$ cat src/hdl/rbf_pkg.sv
// Package for the received-byte ring FIFO: sizing constants, item kind codes,
// the per-cell control struct and the fill-count saturation function.
// No dependencies; used by rbf_cell and rx_byte_ring_fifo.
package rbf_pkg;

  localparam int RING_DEPTH = 256;
  localparam int MAX_BURST  = 16;

  // The ring holds one byte less than its depth, one cell per stored byte.
  localparam int NUM_CELLS = RING_DEPTH - 1;
  localparam int FILL_W    = $clog2(RING_DEPTH);
  localparam int BURST_W   = $clog2(MAX_BURST + 1);
  localparam int LEN_W     = 5;
  localparam int CMP_W     = (LEN_W > BURST_W) ? LEN_W : BURST_W;
  localparam int SAT_W     = (FILL_W > 8) ? FILL_W : 8;

  typedef enum logic [1:0] {
    KIND_PUSH  = 2'd0,
    KIND_READ  = 2'd1,
    KIND_CLEAR = 2'd2,
    KIND_NOP   = 2'd3
  } kind_e;

  // Broadcast control for the cell chain.
  typedef struct packed {
    logic       shift;    // every cell takes its upper neighbor's byte
    logic       load;     // the selected cell takes wr_data
    logic [7:0] wr_data;
  } cell_ctl_t;

  // Fill count as reported on the result port, saturated to one byte.
  function automatic logic [7:0] sat_fill(input logic [FILL_W-1:0] fill);
    logic [SAT_W-1:0] wide;
    wide = SAT_W'(fill);
    return (wide > SAT_W'(255)) ? 8'hFF : wide[7:0];
  endfunction

endpackage

$ cat src/hdl/rbf_cell.sv
// One storage cell of the FIFO chain: holds a byte, shifts it toward the
// head on a read, or loads a pushed byte when it is the tail. Uses rbf_pkg.
module rbf_cell (
  input  logic              clk_i,
  input  rbf_pkg::cell_ctl_t ctl_i,
  input  logic              sel_i,
  input  logic [7:0]        up_data_i,
  output logic [7:0]        data_o
);

  logic [7:0] data_q;
  logic [7:0] data_d;

  always_comb begin
    data_d = data_q;
    if (ctl_i.shift) begin
      data_d = up_data_i;
    end else if (ctl_i.load && sel_i) begin
      data_d = ctl_i.wr_data;
    end
  end

  // Stored bytes are payload only and need no reset.
  always_ff @(posedge clk_i) begin
    data_q <= data_d;
  end

  assign data_o = data_q;

endmodule

$ cat src/hdl/rx_byte_ring_fifo.sv
// Received-byte FIFO: top level with the command controller and the cell chain.
// Depends on rbf_pkg and rbf_cell.
//
// Usage: an item is taken at a rising edge where start is high and busy is
// low. kind_i selects push (store rx_data_i), read (deliver up to read_len_i
// bytes, capped at MAX_BURST) or clear (empty the FIFO, drop the overflow
// flag); the fourth code does nothing. Results appear on the out_* ports for
// exactly one cycle, marked by out_valid_o; the receiver cannot stall them.
// Every result carries the fill count and the sticky overflow flag.
// Each result is registered and appears in the cycle after the edge that
// caused it. Push, clear and no-op items may follow back to back. A read of
// N bytes delivers one byte per cycle, with busy high while its later bytes
// leave the head; an empty FIFO or a zero request answers with one result
// without data. The byte rate is set by the head cell of the chain, which
// presents one byte per shift.
// Bytes sit in a chain of RING_DEPTH-1 cells: a read takes the head cell and
// shifts the chain by one, a push loads the cell just past the last byte.
// Reset clears the fill count, the overflow flag and the controller; stored
// bytes are left as they are, and no clearing pass is needed.
module rx_byte_ring_fifo (
  input  logic       clk_i,
  input  logic       rst_ni,
  input  logic       start,
  output logic       busy,
  input  logic [1:0] kind_i,
  input  logic [7:0] rx_data_i,
  input  logic [4:0] read_len_i,
  output logic       out_valid_o,
  output logic [7:0] out_data_o,
  output logic       data_valid_o,
  output logic       last_o,
  output logic [7:0] fill_count_o,
  output logic       overflow_o
);

  typedef enum logic {
    ST_IDLE,
    ST_BURST
  } state_e;

  state_e                       state_q, state_d;
  logic [rbf_pkg::BURST_W-1:0]  rem_q, rem_d;
  logic [rbf_pkg::FILL_W-1:0]   fill_q, fill_d;
  logic                         ovf_q, ovf_d;
  logic                         out_valid_q, out_valid_d;
  logic                         last_q, last_d;
  logic                         dvalid_q, dvalid_d;
  logic [7:0]                   out_data_q, out_data_d;

  logic                         accept;
  logic                         full;
  logic                         empty;
  logic [rbf_pkg::BURST_W-1:0]  want;
  logic [rbf_pkg::BURST_W-1:0]  cnt;
  logic                         emit_byte;
  logic                         is_last;
  rbf_pkg::cell_ctl_t           ctl;
  logic [7:0]                   cell_data [rbf_pkg::NUM_CELLS];

  assign busy   = (state_q == ST_BURST);
  assign accept = start && !busy;
  assign full   = (fill_q == rbf_pkg::FILL_W'(rbf_pkg::NUM_CELLS));
  assign empty  = (fill_q == '0);

  assign want = (rbf_pkg::CMP_W'(read_len_i) > rbf_pkg::CMP_W'(rbf_pkg::MAX_BURST))
              ? rbf_pkg::BURST_W'(rbf_pkg::MAX_BURST)
              : rbf_pkg::BURST_W'(read_len_i);

  assign cnt = busy ? rem_q : want;

  // A byte leaves the head either while a burst runs or on the edge that
  // accepts a read with something to deliver.
  assign emit_byte = busy || (accept && (kind_i == rbf_pkg::KIND_READ) &&
                              (want != '0) && !empty);
  assign is_last   = (cnt == rbf_pkg::BURST_W'(1)) ||
                     (fill_q == rbf_pkg::FILL_W'(1));

  always_comb begin
    state_d     = state_q;
    rem_d       = rem_q;
    fill_d      = fill_q;
    ovf_d       = ovf_q;
    out_valid_d = 1'b0;
    last_d      = last_q;
    dvalid_d    = dvalid_q;
    out_data_d  = out_data_q;
    ctl.shift   = 1'b0;
    ctl.load    = 1'b0;
    ctl.wr_data = rx_data_i;

    if (emit_byte) begin
      ctl.shift   = 1'b1;
      fill_d      = fill_q - rbf_pkg::FILL_W'(1);
      rem_d       = cnt - rbf_pkg::BURST_W'(1);
      out_valid_d = 1'b1;
      dvalid_d    = 1'b1;
      out_data_d  = cell_data[0];
      last_d      = is_last;
      state_d     = is_last ? ST_IDLE : ST_BURST;
    end else if (accept) begin
      out_valid_d = 1'b1;
      dvalid_d    = 1'b0;
      out_data_d  = 8'h00;
      last_d      = 1'b1;
      case (kind_i)
        rbf_pkg::KIND_PUSH: begin
          if (full) begin
            ovf_d = 1'b1;
          end else begin
            ctl.load = 1'b1;
            fill_d   = fill_q + rbf_pkg::FILL_W'(1);
          end
        end
        rbf_pkg::KIND_CLEAR: begin
          fill_d = '0;
          ovf_d  = 1'b0;
        end
        // A read with nothing to deliver and the no-op both leave state alone.
        default: begin
        end
      endcase
    end
  end

  always_ff @(posedge clk_i or negedge rst_ni) begin
    if (!rst_ni) begin
      state_q     <= ST_IDLE;
      rem_q       <= '0;
      fill_q      <= '0;
      ovf_q       <= 1'b0;
      out_valid_q <= 1'b0;
      last_q      <= 1'b0;
      dvalid_q    <= 1'b0;
      out_data_q  <= 8'h00;
    end else begin
      state_q     <= state_d;
      rem_q       <= rem_d;
      fill_q      <= fill_d;
      ovf_q       <= ovf_d;
      out_valid_q <= out_valid_d;
      last_q      <= last_d;
      dvalid_q    <= dvalid_d;
      out_data_q  <= out_data_d;
    end
  end

  // Cell chain: cell 0 is the head; the tail cell is the one at the fill count.
  for (genvar i = 0; i < rbf_pkg::NUM_CELLS; i++) begin : g_cell
    logic       sel;
    logic [7:0] up_data;

    assign sel = (fill_q == rbf_pkg::FILL_W'(i));
    if (i == rbf_pkg::NUM_CELLS - 1) begin : g_top
      assign up_data = 8'h00;
    end else begin : g_mid
      assign up_data = cell_data[i + 1];
    end

    rbf_cell u_cell (
      .clk_i     (clk_i),
      .ctl_i     (ctl),
      .sel_i     (sel),
      .up_data_i (up_data),
      .data_o    (cell_data[i])
    );
  end

  assign out_valid_o  = out_valid_q;
  assign out_data_o   = out_data_q;
  assign data_valid_o = dvalid_q;
  assign last_o       = last_q;
  assign fill_count_o = rbf_pkg::sat_fill(fill_q);
  assign overflow_o   = ovf_q;

  // A burst only runs while there are bytes left to deliver.
  assert property (@(posedge clk_i) disable iff (!rst_ni) busy |-> (fill_q != '0))
    else $error("burst running on an empty FIFO");

  assert property (@(posedge clk_i) disable iff (!rst_ni)
                   fill_q <= rbf_pkg::FILL_W'(rbf_pkg::NUM_CELLS))
    else $error("fill count beyond capacity");

  // A result without data always ends its item.
  assert property (@(posedge clk_i) disable iff (!rst_ni)
                   (out_valid_o && !data_valid_o) |-> last_o)
    else $error("result without data not marked last");

  // A result that is not last is followed by the next byte of the burst.
  assert property (@(posedge clk_i) disable iff (!rst_ni)
                   (out_valid_o && !last_o) |=> (out_valid_o && data_valid_o))
    else $error("burst interrupted");

  // The overflow flag sets only on a push that found the FIFO full.
  assert property (@(posedge clk_i) disable iff (!rst_ni)
                   (!ovf_q ##1 ovf_q) |->
                   $past(accept && (kind_i == rbf_pkg::KIND_PUSH) && full))
    else $error("overflow set without a dropped push");

endmodule
$ cat config.mk
export PLATFORM = sky130hd
export DESIGN_NAME = rx_byte_ring_fifo
export DESIGN_NICKNAME = d
export VERILOG_FILES = /design/src/hdl/rbf_pkg.sv /design/src/hdl/rbf_cell.sv /design/src/hdl/rx_byte_ring_fifo.sv
export SDC_FILE = /design/constraint.sdc
export NUM_CORES = 2
export LEC_CHECK = 0
export ABC_AREA = 1
export BUFFER_PORTS_ARGS = -buffer_cell sky130_fd_sc_hd__buf_2
export CAP_MARGIN = 40
export CORE_ASPECT_RATIO = 1.1
export CORE_MARGIN = 2
export CORE_UTILIZATION = 40
export DETAILED_ROUTE_END_ITERATION = 8
export GPL_TIMING_DRIVEN = 1
export SLEW_MARGIN = 20
export SYNTH_ARGS = -nofsm -noshare
export SYNTH_HDL_FRONTEND = slang
export SYNTH_SLANG_ARGS = --single-unit
$ cat constraint.sdc
create_clock -name clk_i -period 3.5 [get_ports clk_i]
set_input_delay 0 -clock clk_i [delete_from_list [all_inputs] [get_ports clk_i]]
set_output_delay 0 -clock clk_i [all_outputs]
set_load 0.005 [all_outputs]
== After elaboration in Yosys (flattened, before gate mapping) ==
Index checks and enable logic that the tools add are counted.
Storage, ports and cells
  flip-flop bits (word level): 2066
  output and inout bits: 21
  word-level logic and storage cells: 1585
Operators by class
  add/sub/neg operators: 3
  magnitude comparators: 2
  equal/unequal tests: 260
  muxes and demuxes: 531
  bitwise operators: 1
  reduce and logical (&&, ||, !) cells: 525
Operators with widths (count)
  $mux W8: 514
  $eq A8 B8 Y1 const B: 128
  $eq A8 B7 Y1 const B: 64
  $reduce_bool A2 Y1: 256
  $logic_and A1 B1 Y1: 259
  $eq A8 B6 Y1 const B: 32
  $eq A8 B5 Y1 const B: 16
  $eq A8 B4 Y1 const B: 8
  $eq A8 B3 Y1 const B: 4
  $eq A8 B2 Y1 const B: 2
  $pmux W8 S2: 1
  $mux W1: 13
  $mux W5: 2
  $add A8 B1 Y8 const B: 1
  $eq A8 B1 Y1 const B: 1
  $gt A8 B8 Y1 const B: 1
  $logic_not A8 Y1: 1
  $sub A8 B1 Y8 const B: 1
  $eq A5 B1 Y1 const B: 1
  $gt A5 B5 Y1 const B: 1
  $reduce_bool A5 Y1: 1
  $sub A5 B1 Y5 const B: 1
  $reduce_and A4 Y1: 1
  $ne A3 B3 Y1 const B: 1
  10 further kinds: 12

== Depth between registers and ports, before layout ==
  depth after elaboration: 10
  gate-level depth with buffers: 13
  depth with buffers taken out: 10

== Modules after synthesis ==
From an unflattened synthesis, not the netlist that was laid out.
Second synthesis, totals
  cell total of the unflattened synthesis: 9742
  area, all modules: 93034.2 um2
Modules (own cells, without submodules)
  rbf_cell: times used 255, cells each 36, area each 352.8 um2, seq. area each 240.2 um2
  rx_byte_ring_fifo: times used 1, cells each 562, area each 3060.4 um2, seq. area each 650.6 um2

== Worst setup path after synthesis ==
Ideal clock, no wire load.
  path kind: register to register
  start point: reg fill_q[0] in the netlist's numbering
  end point: reg g_cell[160].u_cell.data_q[0], enable pin
  library setup time: 384 ps
  arrival: 2330 ps
  path slack: 786 ps
  cell stages (with the launch flop): 11
  period minus slack after synthesis: 2714 ps
  path through: dfrtp_1 -> ha_1 -> inv_1 -> nor2_1 -> nand2_1 -> nand2_1 -> nor2_2 -> buf_4 -> nand3_1 -> clkbuf_1 -> o21ai_0
On the way
  longest elaborated chain between the ends: 7
  elaborated cells on any way between the ends: 13
Ends and longest elaborated chain
  from (decl): line rx_byte_ring_fifo.sv:43  | logic [rbf_pkg::FILL_W-1:0] fill_q, fill_d;
  from (signal assigned): line rx_byte_ring_fifo.sv:138  | fill_q <= fill_d;
  $eq A8 B8 Y1 or $logic_not A8 Y1 (tied branches): line rx_byte_ring_fifo.sv:62, rx_byte_ring_fifo.sv:63
  $mux W1 or $logic_not A1 Y1 (tied branches): line rx_byte_ring_fifo.sv:107, rx_byte_ring_fifo.sv:74
  $mux W1 or $logic_and A1 B1 Y1 (tied branches): line rx_byte_ring_fifo.sv:105, rx_byte_ring_fifo.sv:74
  $mux W1 or $logic_or A1 B1 Y1 (tied branches): line rx_byte_ring_fifo.sv:100, rx_byte_ring_fifo.sv:73
  $mux W1: line rx_byte_ring_fifo.sv:91  | if (emit_byte) begin
  $logic_and A1 B1 Y1: line rbf_cell.sv:18  | end else if (ctl_i.load && sel_i) begin
  $reduce_bool A2 Y1 (no source line) (*)
  to (signal assigned): line rbf_cell.sv:25  | data_q <= data_d;
  to (decl): line rbf_cell.sv:11  | logic [7:0] data_q;
Mark *: on every way between the ends. The rest lies on a longest branch, timed or not.
A chain may end at the register's enable or synchronous reset.

== Worst setup path after layout ==
  start point: reg state_q (netlist: busy)
  end point: reg rem_q[4] in the netlist's numbering
On the way
  longest elaborated chain between the ends: 6
  elaborated cells on any way between the ends: 8
Ends and longest elaborated chain
  from (decl): line rx_byte_ring_fifo.sv:41  | state_e state_q, state_d;
  from (signal assigned): line rx_byte_ring_fifo.sv:136  | state_q <= state_d;
  branches (longest 6 deep; another with $sub A5 B1 Y5)
  to (signal assigned): line rx_byte_ring_fifo.sv:137  | rem_q <= rem_d;
  to (decl): line rx_byte_ring_fifo.sv:42  | logic [rbf_pkg::BURST_W-1:0] rem_q, rem_d;
Several ways; the timed one is not identified.

==> flow_summary.yaml <==
layout:
  fin_area_um2: 93440
  utilization_pct: 45.30
  area_growth_pct: 12.76
  final_nets: 7324
  fillers: 18890
  layout.cells.non_filler: 10220
  drive_above_1_share_pct: 9.475
cts:
  cts_max_level: 4
  clock_sinks: 2066
  cts.repair.resized: 0
  clk_path_buf_depth: 3
  post_cts_buffers: 0
  numCtsBuffers: 201
  insertion_delay_ns: 0.85
  cts-root-buf: "clkbuf_16"
  cts_tree: "done"
  clk_pin_slew_worst_paths_ns: 0.06
critical_path:
  arrival_ns: 3.98
  r2r-start: "busy"
  slowest_stage: "dlygate4sd3_1"
  cp_slowest_stage_delay_ns: 0.57
  r2r_end: "rem_q[4]"
  crit_path_start_kind: "flop"
  endpoint_kind: "flop"
  r2r_cells: 12
  r2r_slack_ns: 0.23
  crit_chain: "buf_4 -> nor2_1 -> nand2_1 -> dlygate4sd3_1 -> nand2_1 -> inv_1 -> nand2_1 -> o21ai_0 -> dlygate4sd3_1 -> nand3_1 -> dlygate4sd3_1 -> o21ai_0"
  required_ns: 4.21
  cp_max_fo: 7
  critical_path_class: "reg2reg"
routing:
  drtAntennaViolNets: 0
  routed_via_density: 5.039
  drc_errors: 0
  drt-total-wl_um: 188800
  first_pass_iters: 6
  initialDrtViolationCount: 4509
  wl_per_cell_um: 18.48
  vias: 51500
global_routing:
  grt_pass1_vias: 51170
  antenna_found_initial: 10
  grt_max_degree: 163
  grt_pass1_wl_um: 297200
  grt_usage_pct: 17.88
  overflow: 0
sta:
  holdWs_ns: 0.09428
  slew_viol_final: 0
  relSlewSlack_pct: 45.80
  skew_ns: 0.05137
  finalCritPeriodShare_pct: 93.37
  fmax_ghz: 0.3060
  tightestPinTransition_ns: 0.8076
  finalSetupViolCount: 0
  rsz0062_at_grt: "false"
  setup_tns_ns: 0
  period_minus_slack_ns: 3.268
  hold_violations: 0
synth:
  synthFlopType: "edfxtp_1"
  synth_area_per_cell_um2: 11.50
  muxShareOfSynthArea_pct: 0
  synthesis.area_um2: 82860
  yosys_warnings: 0
  synthSimpleGateAreaFrac_pct: 19.59
  synth-seq-cells: 2066
  synth-compound-area-share_pct: 1.764
  synth_edf_count: 2032
  syn-instance-count: 7205
  synth_nets: 7229
  synthAdderAreaFrac_pct: 0.09060
  ys_seq_area_share_pct: 74.62
  synth_top_family_by_area: "simple AND/OR/NAND/NOR gates"
  yosys.cell_types.count: 30
  ys_async_sr_fraction_pct: 1.258
  synth_xor_area_share_pct: 0.04228
floorplanning:
  start_util_pct: 40.17
  dieArea_um2: 210800
  die_h_um: 481.4
  ios: 39
  rows: 175
  core_area_um2: 206300
  die_w_um: 438.0
power:
  pwr-share-seq_pct: 50.1
  intPower_mw: 62.29
  swShare_pct: 33.02
  power.leakage_nw: 38.64
  clockPowerShare_pct: 22.9
  peakVddDrop_mv: 0.7065
  p_sw_mw: 30.71
  p_per_area_nw_per_um2: 995.3
  combPwrFrac_pct: 27.0
run_status:
  outcome: "finished clean"
placement:
  placed_area_um2: 86630
  routabilityCongestion: 0.8344
  placedCellCount: 9804
  hpwlAfterDp_um: 111500
  portBuffers: 38
worst_hold_path:
  min_to: "g_cell[254].u_cell.data_o[2]"
  hold_class: "in2reg"
  hold_depth: 4
  hold_start: "rx_data_i[2]"
flow_run:
  cap_violations: 0
worst max path at each step:
stage / start / end / slack (ns) / depth (start not counted)
after floorplan: fill_q[0] / g_cell[160].u_cell.data_o[0] / 0.79 / 10
after global placement: fill_q[0] / g_cell[16].u_cell.data_o[1] / 0.27 / 10
after detailed placement: fill_q[0] / g_cell[54].u_cell.data_o[1] / 0.34 / 7
after CTS: busy / rem_q[4] / 0.29 / 12
after global routing: busy / rem_q[4] / 0.02 / 12
final: busy / rem_q[4] / 0.23 / 12
cell type report:
class	count	area [um^2]	share of cell area, %
diodes	5	12.51	0.01339
clock buffers	240	5196	5.561
clock inverters	135	1249	1.336
inverters	36	137.6	0.1473
multi-input cells	4582	17930	19.19
flip-flops and latches	2066	61830	66.17
well taps	2743	3432	3.673
repair buffers	413	3646	3.902
sequential cells by signal, indices dropped and copies added (netlist names):
name and flops:
data_valid_o 1, rem_q 5, busy 1, g_cell.u_cell.data_o 2040
out_data_o 8, overflow_o 1, last_o 1, fill_q 8
out_valid_o 1
routing by layer:
| metal | vias up | part of all wire [%] | GRT usage [%] |
|---|---|---|---|
| li1 | 23970 | - | - |
| met1 | 25740 | 43 | 24.22 |
| met2 | 1474 | 48 | 29.35 |
| met3 | 307 | 6.4 | 3.043 |
| met4 | 4 | 2.9 | 5.796 |
| met5 | - | 0.014 | 0 |
synth_stat cells (3+ instances only):
cell type | n | area share [%]
nor2_2 | 6 | 0.045
ha_1 | 6 | 0.091
buf_2 | 303 | 1.8
nand2_1 | 4185 | 19
o31ai_1 | 20 | 0.18
clkbuf_1 | 70 | 0.32
o21ai_0 | 175 | 1.1
inv_1 | 35 | 0.16
a21oi_1 | 3 | 0.018
nand4_1 | 3 | 0.023
dfrtp_1 | 26 | 0.79
xor2_1 | 4 | 0.042
buf_4 | 89 | 0.81
edfxtp_1 | 2032 | 74
nand3_1 | 48 | 0.29
buf_6 | 56 | 0.76
dfxtp_1 | 8 | 0.19
nor2_1 | 44 | 0.20
o21ai_1 | 78 | 0.47
worst max-delay path, delay by kind of cell (launching register included):
kind	cells	cell delay, ns
buffers and inverters	5	1.97
AO/OA/AOI/OAI	2	0.15
AND/OR/NAND/NOR	5	0.64
flip-flops	1	0.40
logic make-up after synthesis:
family,Yosys count
buf+inv,557
fa+ha+maj,6
flops,2066
simple gates,4292
compound gates,280
xor+xnor,4
cells in the final DEF, fill, tap and decap left out, types with 6 or more instances in the layout:
cell type | Yosys | layout
buf_12 | 0 | 61
nor2_1 | 44 | 44
o21ai_1 | 78 | 78
dfxtp_1 | 8 | 8
nand3_1 | 48 | 40
bufinv_16 | 0 | 17
clkbuf_1 | 70 | 37
nor2_2 | 6 | 6
dfrtp_1 | 26 | 26
edfxtp_1 | 2032 | 2032
inv_1 | 35 | 35
clkinv_2 | 0 | 45
nand2_1 | 4185 | 4170
o21ai_0 | 175 | 175
o31ai_1 | 20 | 19
clkinvlp_4 | 0 | 11
clkinv_1 | 0 | 45
nand2_2 | 1 | 8
buf_4 | 89 | 197
buf_2 | 303 | 119
dlygate4sd3_1 | 0 | 34
nand3_2 | 0 | 8
ha_1 | 6 | 6
nand2_4 | 2 | 10
clkbuf_16 | 0 | 201
metrics by stage:
stage / total power, mW / setup slack [ns]
after CTS: 93.78 / 0.2859
after floorplan: 62.91 / 0.7863
final: 93.00 / 0.2320
after global routing: 98.60 / 0.02099
after detailed placement: 72.03 / 0.3383
after global placement: 71.08 / 0.2654
power by group through the flow:
| stage | Combinational [mW] | Clock, mW | Sequential, mW |
|---|---|---|---|
| CTS | 25.4 | 21.7 | 46.7 |
| finish | 25.1 | 21.3 | 46.6 |
| global placement | 24.0 | 0 | 47.1 |
| detailed placement | 25.1 | 0 | 47.0 |
| global route | 28.3 | 22.6 | 47.7 |
| floorplan | 16.9 | 0 | 46.0 |
repair_timing:
item	in CTS	in global routing
hold buffers	34	0
endpoints found under the setup margin	0	0
endpoints found under the hold margin	1010	0
Power figures use the tool's default switching activity.
